$ cat src/hw/rtl/aispfe_pkg.sv
// Package for the AIS payload field extractor: field widths, command and
// status codes, de-armoring and divide-by-six helpers.
// No dependencies.
package aispfe_pkg;

   localparam int CMD_W    = 2;
   localparam int CHAR_W   = 8;
   localparam int POS_W    = 10;
   localparam int MAXC_W   = 7;
   localparam int VALUE_W  = 32;
   localparam int TEXT_W   = 7;
   localparam int STATUS_W = 2;
   localparam int SYM_W    = 6;
   localparam int GRP_W    = 8;

   localparam int DEF_MAX_SYMBOLS      = 128;
   localparam int DEF_MAX_STRING_CHARS = 64;
   localparam int BITS_PER_SYM         = 6;

   localparam logic [CHAR_W-1:0] ARMOR_LO1  = 8'h30;
   localparam logic [CHAR_W-1:0] ARMOR_HI1  = 8'h57;
   localparam logic [CHAR_W-1:0] ARMOR_LO2  = 8'h60;
   localparam logic [CHAR_W-1:0] ARMOR_HI2  = 8'h77;
   localparam logic [CHAR_W-1:0] ARMOR_OFF2 = 8'h38;
   localparam logic [SYM_W-1:0]  SYM_BAD    = 6'h3f;
   localparam logic [SYM_W-1:0]  TEXT_LIMIT = 6'h20;
   localparam logic [TEXT_W-1:0] TEXT_RAISE = 7'h40;
   localparam logic [TEXT_W-1:0] TEXT_MIN   = 7'h20;
   localparam logic [TEXT_W-1:0] TEXT_MAX   = 7'h5f;

   // floor(x / 6) = (x * 683) >> 12 for x below 2047, then one correction
   localparam int DIV_W       = 11;
   localparam int DIV6_RECIP  = 683;
   localparam int DIV6_SHIFT  = 12;
   localparam int DIV6_PROD_W = 21;

   typedef enum logic [CMD_W-1:0] {
      CMD_CLEAR,
      CMD_APPEND,
      CMD_INT,
      CMD_STRING
   } cmd_type;

   typedef enum logic [STATUS_W-1:0] {
      STATUS_OK,
      STATUS_BAD_CHAR,
      STATUS_FULL,
      STATUS_PAST
   } status_type;

   typedef struct packed {
      logic [GRP_W-1:0] quo;
      logic [2:0]       rem;
   } div6_type;

   typedef struct packed {
      logic             bad;
      logic [SYM_W-1:0] sym;
   } armor_type;

   function automatic armor_type dearmor(input logic [CHAR_W-1:0] c);
      armor_type        r;
      logic [CHAR_W-1:0] d;
      d = c - ARMOR_LO1;
      if (c >= ARMOR_LO2) begin
         d = c - ARMOR_OFF2;
      end
      r.bad = 1'b0;
      r.sym = d[SYM_W-1:0];
      if (c < ARMOR_LO1 || c > ARMOR_HI2 || (c > ARMOR_HI1 && c < ARMOR_LO2)) begin
         r.bad = 1'b1;
         r.sym = SYM_BAD;
      end
      return r;
   endfunction

   function automatic div6_type div6(input logic [DIV_W-1:0] x);
      div6_type                 r;
      logic [DIV6_PROD_W-1:0]   prod;
      logic [DIV_W-1:0]         rest;
      prod  = DIV6_PROD_W'(x) * DIV6_PROD_W'(DIV6_RECIP);
      r.quo = prod[DIV6_SHIFT +: GRP_W];
      rest  = DIV_W'(x - DIV_W'(r.quo) * DIV_W'(BITS_PER_SYM));
      if (rest >= DIV_W'(BITS_PER_SYM)) begin
         r.quo = GRP_W'(r.quo + 1'b1);
         rest  = DIV_W'(rest - DIV_W'(BITS_PER_SYM));
      end
      r.rem = rest[2:0];
      return r;
   endfunction

endpackage

$ cat src/hw/rtl/ais_payload_field_extractor_top.sv
// Top level of the AIS payload field extractor: symbol store, bit walker
// and result register. Depends on aispfe_pkg.
//
// A word is taken when start is high and busy is low. Clear and append
// answer with one result word in the next cycle and keep busy low, so one
// may follow each cycle. An integer query walks its field one bit a cycle
// through a single shift-and-test unit, pausing in a fetch state each time
// the walk enters a new six-bit symbol (the store read is registered). A
// string query walks six bits per character the same way and emits each
// character as it completes. Results appear for exactly one cycle with
// rsp_valid high and cannot be held off, so the receiver must take every
// strobed word. busy is high from the cycle after a non-empty query is
// taken until its last result.
module ais_payload_field_extractor_top #(
   parameter int MAX_SYMBOLS      = aispfe_pkg::DEF_MAX_SYMBOLS,
   parameter int MAX_STRING_CHARS = aispfe_pkg::DEF_MAX_STRING_CHARS
) (
   input  logic                                clock,
   input  logic                                reset,
   input  logic                                start,
   output logic                                busy,
   input  logic [aispfe_pkg::CMD_W-1:0]        req_command,
   input  logic [aispfe_pkg::CHAR_W-1:0]       req_char_in,
   input  logic [aispfe_pkg::POS_W-1:0]        req_start_bit,
   input  logic [aispfe_pkg::POS_W-1:0]        req_field_bits,
   input  logic                                req_signed_flag,
   input  logic [aispfe_pkg::MAXC_W-1:0]       req_max_chars,
   output logic                                rsp_valid,
   output logic signed [aispfe_pkg::VALUE_W-1:0] rsp_value,
   output logic [aispfe_pkg::TEXT_W-1:0]       rsp_text_char,
   output logic                                rsp_char_valid,
   output logic                                rsp_last,
   output logic [aispfe_pkg::POS_W-1:0]        rsp_bit_count,
   output logic [aispfe_pkg::STATUS_W-1:0]     rsp_status
);
   import aispfe_pkg::*;

   localparam int CNT_W  = $clog2(MAX_SYMBOLS + 1);
   localparam int ADDR_W = (MAX_SYMBOLS > 1) ? $clog2(MAX_SYMBOLS) : 1;
   localparam int IDX_W  = (CNT_W > 9) ? CNT_W : 9;
   localparam int LEN_W  = 6;
   localparam int BC_W   = CNT_W + POS_W;

   typedef enum logic [1:0] {
      ST_IDLE,
      ST_FETCH,
      ST_BITS
   } state_type;

   state_type            state_ff, state_in;
   logic [CNT_W-1:0]     count_ff, count_in;
   logic [IDX_W-1:0]     sym_idx_ff, sym_idx_in;
   logic [2:0]           off_ff, off_in;
   logic                 pre_ff, pre_in;
   logic                 first_ff, first_in;
   logic                 is_str_ff, is_str_in;
   logic                 signed_ff, signed_in;
   logic                 past_ff, past_in;
   logic [VALUE_W-1:0]   acc_ff, acc_in;
   logic [LEN_W-1:0]     grp_left_ff, grp_left_in;
   logic [MAXC_W-1:0]    chars_left_ff, chars_left_in;

   logic                 rsp_valid_ff, rsp_valid_in;
   logic [VALUE_W-1:0]   rsp_value_ff, rsp_value_in;
   logic [TEXT_W-1:0]    rsp_text_ff, rsp_text_in;
   logic                 rsp_cvalid_ff, rsp_cvalid_in;
   logic                 rsp_last_ff, rsp_last_in;
   logic [POS_W-1:0]     rsp_bits_ff, rsp_bits_in;
   status_type           rsp_status_ff, rsp_status_in;

   logic [SYM_W-1:0]     mem [MAX_SYMBOLS];
   logic [SYM_W-1:0]     rd_ff;
   logic                 mem_we;

   armor_type            armor;
   div6_type             pos_div;
   div6_type             grp_div;
   logic [POS_W-1:0]     base;
   logic [MAXC_W-1:0]    nchars;
   logic [LEN_W-1:0]     ilen;
   logic                 accept;
   logic                 bit_past;
   logic                 bit_val;
   logic                 past_next;
   logic [VALUE_W-1:0]   acc_next;
   logic [TEXT_W-1:0]    text_next;

   function automatic logic [POS_W-1:0] bits_of(input logic [CNT_W-1:0] c);
      logic [BC_W-1:0] t;
      t = BC_W'(c) * BC_W'(BITS_PER_SYM);
      return t[POS_W-1:0];
   endfunction

   assign accept = start && (state_ff == ST_IDLE);
   assign busy   = (state_ff != ST_IDLE);

   assign armor   = dearmor(req_char_in);
   assign base    = POS_W'(req_start_bit - 1'b1);
   assign pos_div = div6(DIV_W'(base));
   assign grp_div = div6(DIV_W'(DIV_W'(req_field_bits) + DIV_W'(BITS_PER_SYM - 1)));
   assign ilen    = (req_field_bits > POS_W'(VALUE_W)) ? LEN_W'(VALUE_W)
                                                       : req_field_bits[LEN_W-1:0];

   always_comb begin
      nchars = req_max_chars;
      if (nchars > MAXC_W'(MAX_STRING_CHARS)) begin
         nchars = MAXC_W'(MAX_STRING_CHARS);
      end
      if (GRP_W'(nchars) > grp_div.quo) begin
         nchars = grp_div.quo[MAXC_W-1:0];
      end
   end

   // one bit of the walk
   always_comb begin
      bit_past  = pre_ff || (IDX_W'(count_ff) <= sym_idx_ff);
      bit_val   = bit_past ? 1'b0 : rd_ff[3'd5 - off_ff];
      past_next = past_ff | bit_past;
      acc_next  = {acc_ff[VALUE_W-2:0], bit_val};
      if (!is_str_ff && signed_ff && first_ff && bit_val) begin
         acc_next = '1;
      end
      text_next = {1'b0, acc_next[SYM_W-1:0]};
      if (acc_next[SYM_W-1:0] < TEXT_LIMIT) begin
         text_next = TEXT_W'(text_next + TEXT_RAISE);
      end
   end

   always_comb begin
      state_in      = state_ff;
      count_in      = count_ff;
      sym_idx_in    = sym_idx_ff;
      off_in        = off_ff;
      pre_in        = pre_ff;
      first_in      = first_ff;
      is_str_in     = is_str_ff;
      signed_in     = signed_ff;
      past_in       = past_ff;
      acc_in        = acc_ff;
      grp_left_in   = grp_left_ff;
      chars_left_in = chars_left_ff;
      rsp_valid_in  = 1'b0;
      rsp_value_in  = rsp_value_ff;
      rsp_text_in   = rsp_text_ff;
      rsp_cvalid_in = rsp_cvalid_ff;
      rsp_last_in   = rsp_last_ff;
      rsp_bits_in   = rsp_bits_ff;
      rsp_status_in = rsp_status_ff;
      mem_we        = 1'b0;

      case (state_ff)
         ST_IDLE: begin
            if (accept) begin
               rsp_value_in  = '0;
               rsp_text_in   = '0;
               rsp_cvalid_in = 1'b0;
               rsp_last_in   = 1'b1;
               rsp_bits_in   = bits_of(count_ff);
               rsp_status_in = STATUS_OK;
               pre_in        = (req_start_bit == '0);
               sym_idx_in    = (req_start_bit == '0) ? '0 : IDX_W'(pos_div.quo);
               off_in        = (req_start_bit == '0) ? '0 : pos_div.rem;
               first_in      = 1'b1;
               signed_in     = req_signed_flag;
               past_in       = 1'b0;
               acc_in        = '0;
               case (cmd_type'(req_command))
                  CMD_CLEAR: begin
                     count_in     = '0;
                     rsp_bits_in  = '0;
                     rsp_valid_in = 1'b1;
                  end
                  CMD_APPEND: begin
                     rsp_valid_in = 1'b1;
                     if (count_ff >= CNT_W'(MAX_SYMBOLS)) begin
                        rsp_status_in = STATUS_FULL;
                     end else begin
                        mem_we        = 1'b1;
                        count_in      = CNT_W'(count_ff + 1'b1);
                        rsp_bits_in   = bits_of(CNT_W'(count_ff + 1'b1));
                        rsp_status_in = armor.bad ? STATUS_BAD_CHAR : STATUS_OK;
                     end
                  end
                  CMD_INT: begin
                     is_str_in   = 1'b0;
                     grp_left_in = ilen;
                     if (ilen == '0) begin
                        rsp_valid_in = 1'b1;
                     end else begin
                        state_in = (req_start_bit == '0) ? ST_BITS : ST_FETCH;
                     end
                  end
                  CMD_STRING: begin
                     is_str_in     = 1'b1;
                     grp_left_in   = LEN_W'(BITS_PER_SYM);
                     chars_left_in = nchars;
                     if (nchars == '0) begin
                        rsp_valid_in = 1'b1;
                     end else begin
                        state_in = (req_start_bit == '0) ? ST_BITS : ST_FETCH;
                     end
                  end
                  default: begin
                  end
               endcase
            end
         end
         ST_FETCH: begin
            state_in = ST_BITS;
         end
         ST_BITS: begin
            acc_in      = acc_next;
            past_in     = past_next;
            first_in    = 1'b0;
            grp_left_in = LEN_W'(grp_left_ff - 1'b1);
            if (pre_ff) begin
               pre_in     = 1'b0;
               sym_idx_in = '0;
               off_in     = '0;
               state_in   = ST_FETCH;
            end else if (off_ff == 3'd5) begin
               sym_idx_in = IDX_W'(sym_idx_ff + 1'b1);
               off_in     = '0;
               state_in   = ST_FETCH;
            end else begin
               off_in   = 3'(off_ff + 1'b1);
               state_in = ST_BITS;
            end
            if (grp_left_ff == LEN_W'(1)) begin
               rsp_valid_in  = 1'b1;
               rsp_bits_in   = bits_of(count_ff);
               rsp_status_in = past_next ? STATUS_PAST : STATUS_OK;
               if (!is_str_ff) begin
                  rsp_value_in  = acc_next;
                  rsp_text_in   = '0;
                  rsp_cvalid_in = 1'b0;
                  rsp_last_in   = 1'b1;
                  state_in      = ST_IDLE;
               end else begin
                  rsp_value_in  = '0;
                  rsp_text_in   = text_next;
                  rsp_cvalid_in = 1'b1;
                  rsp_last_in   = (chars_left_ff == MAXC_W'(1));
                  chars_left_in = MAXC_W'(chars_left_ff - 1'b1);
                  grp_left_in   = LEN_W'(BITS_PER_SYM);
                  acc_in        = '0;
                  past_in       = 1'b0;
                  if (chars_left_ff == MAXC_W'(1)) begin
                     state_in = ST_IDLE;
                  end
               end
            end
         end
         default: begin
            state_in = ST_IDLE;
         end
      endcase
   end

   always_ff @(posedge clock) begin
      sym_idx_ff    <= sym_idx_in;
      off_ff        <= off_in;
      pre_ff        <= pre_in;
      first_ff      <= first_in;
      is_str_ff     <= is_str_in;
      signed_ff     <= signed_in;
      past_ff       <= past_in;
      acc_ff        <= acc_in;
      grp_left_ff   <= grp_left_in;
      chars_left_ff <= chars_left_in;
      rsp_value_ff  <= rsp_value_in;
      rsp_text_ff   <= rsp_text_in;
      rsp_cvalid_ff <= rsp_cvalid_in;
      rsp_last_ff   <= rsp_last_in;
      rsp_bits_ff   <= rsp_bits_in;
      rsp_status_ff <= rsp_status_in;
      if (reset) begin
         state_ff     <= ST_IDLE;
         count_ff     <= '0;
         rsp_valid_ff <= 1'b0;
      end else begin
         state_ff     <= state_in;
         count_ff     <= count_in;
         rsp_valid_ff <= rsp_valid_in;
      end
   end

   // symbol store
   always_ff @(posedge clock) begin
      if (mem_we) begin
         mem[count_ff[ADDR_W-1:0]] <= armor.sym;
      end
      if (state_ff == ST_FETCH) begin
         rd_ff <= mem[sym_idx_ff[ADDR_W-1:0]];
      end
   end

   assign rsp_valid      = rsp_valid_ff;
   assign rsp_value      = $signed(rsp_value_ff);
   assign rsp_text_char  = rsp_text_ff;
   assign rsp_char_valid = rsp_cvalid_ff;
   assign rsp_last       = rsp_last_ff;
   assign rsp_bit_count  = rsp_bits_ff;
   assign rsp_status     = rsp_status_ff;

   a_count_bound: assert property (@(posedge clock) disable iff (reset)
      count_ff <= CNT_W'(MAX_SYMBOLS))
      else $error("symbol count beyond store depth");

   a_more_follows: assert property (@(posedge clock) disable iff (reset)
      rsp_valid_ff && !rsp_last_ff |-> busy)
      else $error("string walk stopped before its last character");

   a_clear_answer: assert property (@(posedge clock) disable iff (reset)
      accept && (req_command == CMD_CLEAR) |=> rsp_valid_ff && rsp_last_ff
         && (rsp_bits_ff == '0))
      else $error("clear not answered with an empty payload");

   a_text_range: assert property (@(posedge clock) disable iff (reset)
      rsp_valid_ff && rsp_cvalid_ff |-> (rsp_text_ff >= TEXT_MIN)
         && (rsp_text_ff <= TEXT_MAX))
      else $error("decoded character outside six-bit text range");

   a_walk_count: assert property (@(posedge clock) disable iff (reset)
      (state_ff == ST_BITS) |-> (grp_left_ff != '0))
      else $error("bit walk with no bits left");

endmodule
$ cat config.mk
export PLATFORM = sky130hd
export DESIGN_NAME = ais_payload_field_extractor_top
export DESIGN_NICKNAME = d
export VERILOG_FILES = /design/src/hw/rtl/aispfe_pkg.sv /design/src/hw/rtl/ais_payload_field_extractor_top.sv
export SDC_FILE = /design/constraint.sdc
export NUM_CORES = 1
export LEC_CHECK = 0
export ABC_AREA = 1
export BUFFER_PORTS_ARGS = -buffer_cell sky130_fd_sc_hd__buf_4
export CAP_MARGIN = 15
export CELL_PAD_IN_SITES_DETAIL_PLACEMENT = 0
export CELL_PAD_IN_SITES_GLOBAL_PLACEMENT = 1
export CORE_AREA = 2 2 267 335
export DETAILED_ROUTE_END_ITERATION = 8
export DIE_AREA = 0 0 269 337
export PLACE_DENSITY = 0.86
export SYNTH_ARGS = -nofsm -noshare
export SYNTH_HDL_FRONTEND = slang
export SYNTH_SLANG_ARGS = --single-unit
$ cat constraint.sdc
create_clock -name clock -period 18.65 [get_ports clock]
set_input_delay 4.6625 -clock clock [delete_from_list [all_inputs] [get_ports clock]]
set_output_delay 4.6625 -clock clock [all_outputs]
set_load 0.01 [all_outputs]
# ---- Yosys cells after proc, flatten, opt, wreduce, memory -nomap -nowiden
# Memory sizes are Yosys's and may differ from the RTL's. A register that Yosys moved wholly into a read port is not among the register bits.
# Index checks and enable logic that the tools add are counted.
dict set report op_classes {
  eq_ne 17
  order_cmp 14
  mul 6
  n_addsub 16
  reduce_logical 28
  n_bitwise 1
  mux 95
}
# operator n
set ops {}
lappend ops {{2-to-1 mux 32 bit} 4}
lappend ops {{2-to-1 mux 7 bit} 11}
lappend ops {{case mux 32 bit (2 select lines)} 1}
lappend ops {{case mux 31 bit (2 select lines)} 1}
lappend ops {{case mux 10 bit (2 select lines)} 2}
lappend ops {{2-to-1 mux 8 bit} 4}
lappend ops {{2-to-1 mux 31 bit} 1}
lappend ops {{2-to-1 mux 10 bit} 3}
lappend ops {{2-to-1 mux 6 bit} 5}
lappend ops {{2-to-1 mux 2 bit} 14}
lappend ops {{case mux 7 bit (2 select lines)} 2}
lappend ops {{2-to-1 mux 9 bit} 3}
lappend ops {{adder 8 x 1 -> 8 bit, second input constant} 3}
lappend ops {{case mux 6 bit (2 select lines)} 2}
lappend ops {{>= comparator 11 x 3 -> 1 bit, second input constant} 2}
lappend ops {{2-to-1 mux 1 bit} 22}
lappend ops {{multiplier 10 x 10 -> 20 bit, second input constant} 1}
lappend ops {{multiplier 11 x 10 -> 20 bit, second input constant} 1}
lappend ops {{multiplier 8 x 2 -> 10 bit, second input constant} 2}
lappend ops {{multiplier 8 x 2 -> 9 bit, second input constant} 2}
lappend ops {{case mux 9 bit (2 select lines)} 1}
lappend ops {{> comparator 8 x 7 -> 1 bit, second input constant} 2}
lappend ops {{case mux 8 bit (2 select lines)} 1}
lappend ops {{2-to-1 mux 3 bit} 5}
lappend ops {{51 further kinds} 82}
dict set report totals {
  out_inout_bits 55
  reg_bits 125
  n_memories 1
  ram_bits 768
}
# name depth word_bits read_ports rd_ports_with_merged_regs wr line
set memory_table {}
lappend memory_table {mem 128 6 1 1 1 ais_payload_field_extractor_top.sv:71} ;# logic [SYM_W-1:0] mem [MAX_SYMBOLS];

# ---- Longest topological paths before layout
dict set report depth {
  word_depth 13
  ltp_mapped 64
}

# ---- Worst setup path before layout
# No wires, ideal clock.
dict set report synth_path {
  path_kind {input -> register}
  start {in req_field_bits[3] (netlist bit)}
  end {reg state_ff[0]}
  t_arrival_ps 13038
  slack_ps 5487
  stages 56
  required_ps 18525
  setup_time_ps 125
  n_path_buf 0
  cell_sequence {inv_1 > nor4_1 > nand2_1 > xor2_1 > inv_1 > nor2_1 > nor2_1 > ha_1 > inv_1 > fa_1 > inv_1 > fa_1 > inv_1 > fa_1 > inv_1 > ha_1 > nand2_1 > inv_1 > [... 20 more ...] > nand2_4 > nand3_4 > nand2_1 > nand2_1 > ha_1 > a21oi_1 > nor2_1 > nor2_1 > o21ai_0 > nand3_1 > a21oi_1 > nand3_4 > o21ai_1 > nand2_1 > nor2_1 > nand2_1 > nand2_1 > a21oi_1}
}
dict set report synth_via {
  elab_chain_cells 11
  elab_cells_between_ends 16
  classes_between {add/sub (3); mul (2); order compare (3); eq/ne (2); mux (3); reduce/logical (3)}
}
# element line
set synth_lines {}
lappend synth_lines {{start: declaration} ais_payload_field_extractor_top.sv:25} ;# input logic [aispfe_pkg::POS_W-1:0] req_field_bits,
lappend synth_lines {{adder 10 x 3 -> 11 bit} ais_payload_field_extractor_top.sv:100} ;# assign grp_div = div6(DIV_W'(DIV_W'(req_field_bits) + DIV_W'(BITS_PER_SYM - 1)));
lappend synth_lines {{multiplier 11 x 10 -> 20 bit} aispfe_pkg.sv:81} ;# prod = DIV6_PROD_W'(x) * DIV6_PROD_W'(DIV6_RECIP);
lappend synth_lines {{multiplier 8 x 2 -> 10 bit} aispfe_pkg.sv:83} ;# rest = DIV_W'(x - DIV_W'(r.quo) * DIV_W'(BITS_PER_SYM));
lappend synth_lines {{subtractor 11 bit} aispfe_pkg.sv:83}
lappend synth_lines {{>= comparator 11 x 3 -> 1 bit} aispfe_pkg.sv:84} ;# if (rest >= DIV_W'(BITS_PER_SYM)) begin
lappend synth_lines {{2-to-1 mux 8 bit} aispfe_pkg.sv:84}
lappend synth_lines {{> comparator 7 x 8 -> 1 bit} ais_payload_field_extractor_top.sv:109} ;# if (GRP_W'(nchars) > grp_div.quo) begin
lappend synth_lines {{2-to-1 mux 7 bit} ais_payload_field_extractor_top.sv:109}
lappend synth_lines {{zero test 7 bit} ais_payload_field_extractor_top.sv:197} ;# if (nchars == '0) begin
lappend synth_lines {{!= test 3 bit (no source line)} --}
lappend synth_lines {{AND reduction 4 bit (no source line) (*)} --}
lappend synth_lines {{end signal: assignment} ais_payload_field_extractor_top.sv:282} ;# state_ff <= state_in;
lappend synth_lines {{end: declaration} ais_payload_field_extractor_top.sv:50} ;# state_type state_ff, state_in;
# Every way passes the cells marked *; elsewhere a longest branch is shown, timed or not.
# A chain may end at the register's enable or synchronous reset.

# ---- Worst setup path in the final report
# Ends and elaborated chain as after synthesis.

==> metrics.txt <==
vias in the first global route 28600; unrepaired setup endpoints after global routing no; DRT antenna net count 0; Synth area leaders edfxtp_1 (61%), nor2_1 (6.6%), ha_1 (6.0%); WL/cell 20.8 µm; Port Buffer Count 94; synth unique cells 51; root buffer cell clkbuf_16; R2R Setup Slk 14230 ps; post-synthesis cell area 43500 µm²; Setup crit start kind primary input; clk sinks 898; clk_skew 29.8 ps; Req. time, crit path 19180 ps; residual DRC count 0; placed insts 4993; sequential fraction of the synthesis area 61.8%; row cnt 122; setup ws final 4880 ps; Avg Vias per Cell 5.66; Core ar. 87800 µm²; clk_lat worst skew 650 ps; Clock Path Buffers 3; DP Worst Slack 4210 ps; CP max FO 9; status finished, final reports clean; ys async rst share 0%; final slew viol count 0; Critical Path Start req_field_bits[3]; TritonCTS clock tree done; Fmax achieved 72.6 MHz; Primary FF master, synth edfxtp_1; number of cells on the critical path 57; r2r startpoint sym_idx_ff[1]; CP Class primary input to register; Max-Cap Viols 0; CTS buffer count 84; EDFF count, synth 887; normalized max-slew margin 25.4%; CP arrival 14300 ps; CTS Hold Bufs 0; initial antenna violation count 2; CTS-repair resized insts 0; final RePlAce weighted congestion 0.853; DP Wirelength 66.4 mm; synthesized flop and latch total 898; Hold Crit Class register to register; Critical path destination state_ff[0]; DRT Wirelength 107 mm; CTS HTree Levels 3; 1st-iter DRT viols 2509; Post-Syn Nets 4171; Crit path top cell by count nand2_1; DR pass1 iterations 5; Die H 337 µm; largest area contributor in the netlist edfxtp_1; DR vias 29100; synth warn 0; setup bufs post-CTS 0; die area 90700 µm²; clock slew at reported path FFs 70 ps; largest net degree at the start of global routing 189; fraction of layout cells with a size suffix above 1 9.10%; first-pass GRT wire length 163 mm; endpoint of the lowest-slack register-to-register path rsp_text_char[4]; CP bufs+invs 9; cell count after synthesis 3873; CP max stage delay 560 ps; # IOs 96; GRT overflow 0; worst r2r path cells 15; Setup TNS Final 0 ps; Final Setup Violations 0; Post-Layout Cell Count 5147; post-route clock period utilization 73.8%; fin nets 4200; top-area cell type share of the netlist area 61.3%; cell family with most CP delay adder cells; initial core utilization 49.5%; worst slew pin tran 1120 ps; fin crit period 13770 ps; critical path's slowest cell xor2_1; Avg Cell Area, Syn 11.2 µm²; Synth-to-Final Area Change 10.9%; final hold vios 0; Worst setup EP type register; all-layer global routing usage 23.7%; chip width 269 µm
[synth_stat cells (49+ instances only)]
| cell type | instances |
|---|---|
| nand3_1 | 90 |
| fa_1 | 49 |
| inv_1 | 287 |
| a21oi_1 | 102 |
| xor2_1 | 60 |
| nand2_1 | 291 |
| nor2_1 | 765 |
| o22ai_1 | 151 |
| ha_1 | 208 |
| edfxtp_1 | 887 |
| o221ai_1 | 73 |
| clkbuf_1 | 187 |
| o21ai_0 | 478 |
[worst min-delay path, delay by kind of cell (launching register included)]
kind             cells  cell delay (ps)
flip-flops           1              320
AND/OR/NAND/NOR      2              120
[registers in the layout, summed over array words and instances, names as in the netlist]
name / flops
off_ff: 3
is_str_ff: 1
mem: 768
grp_left_ff: 6
first_ff: 1
rsp_last: 1
rsp_char_valid: 1
rsp_value: 32
acc_ff: 31
rsp_bit_count: 9
rsp_status: 2
pre_ff: 1
chars_left_ff: 7
sym_idx_ff: 9
rsp_text_char: 7
signed_ff: 1
state_ff: 2
past_ff: 1
count_ff: 8
rsp_valid: 1
rd_ff: 6
[layout by cell type, fill, tap and decap left out, drive strengths merged, types with 105 or more instances in the layout]
| cell type | instances |
|---|---|
| edfxtp | 887 |
| ha | 208 |
| nor2 | 772 |
| inv | 308 |
| a21oi | 105 |
| o21ai | 481 |
| nand2 | 325 |
| o22ai | 151 |
| nand3 | 110 |
| buf | 134 |
[cells by family after synthesis]
| logic type | Yosys count | share of synthesized area (%) |
|---|---|---|
| AND/OR/NAND/NOR | 1254 | 12.2 |
| flip-flops | 898 | 61.8 |
| AO/OA/AOI/OAI | 891 | 11.9 |
| buffers and inverters | 491 | 4.25 |
| adder cells (fa/ha/maj) | 257 | 8.24 |
| XOR/XNOR | 81 | 1.63 |
| other | 1 | 0.00863 |
[layer usage]
metal	track usage, %	share of wire, %
met3	3.72	6.8
met5	0	0.012
met1	29.1	38
met2	41.3	51
met4	9.98	4.2
[per-stage QoR]
step	hold slack [ps]	util, %	cell area (µm²)
after global placement	529	51.6	45300
after CTS	558	54.9	48200
final	554	54.9	48200
after detailed placement	540	51.6	45300
after global routing	587	54.9	48200
after floorplan	513	-	43500
[how the worst min path moves through the flow]
stage / slack, ps / depth (start not counted) / startpoint / to
final: 550 / 2 / acc_ff[15] / rsp_value[16]
after global routing: 590 / 2 / acc_ff[10] / acc_ff[11]
after CTS: 560 / 2 / acc_ff[30] / rsp_value[31]
after detailed placement: 540 / 2 / acc_ff[27] / rsp_value[28]
after global placement: 530 / 2 / acc_ff[5] / acc_ff[6]
after floorplan: 510 / 2 / acc_ff[30] / rsp_value[31]
[area by class of cell]
cell class	instances	area, µm²
multi-input cells	2484	14800
inverters	299	1130
well taps	1178	1470
flip-flops and latches	898	26900
clock inverters	51	627
repair buffers	135	1050
clock buffers	101	2260
diodes	1	2.50
fillers	7403	39600
Power is left out: the tool's default activity adds up to more than one toggle a clock period on the data nets, which glitch-free logic cannot reach.
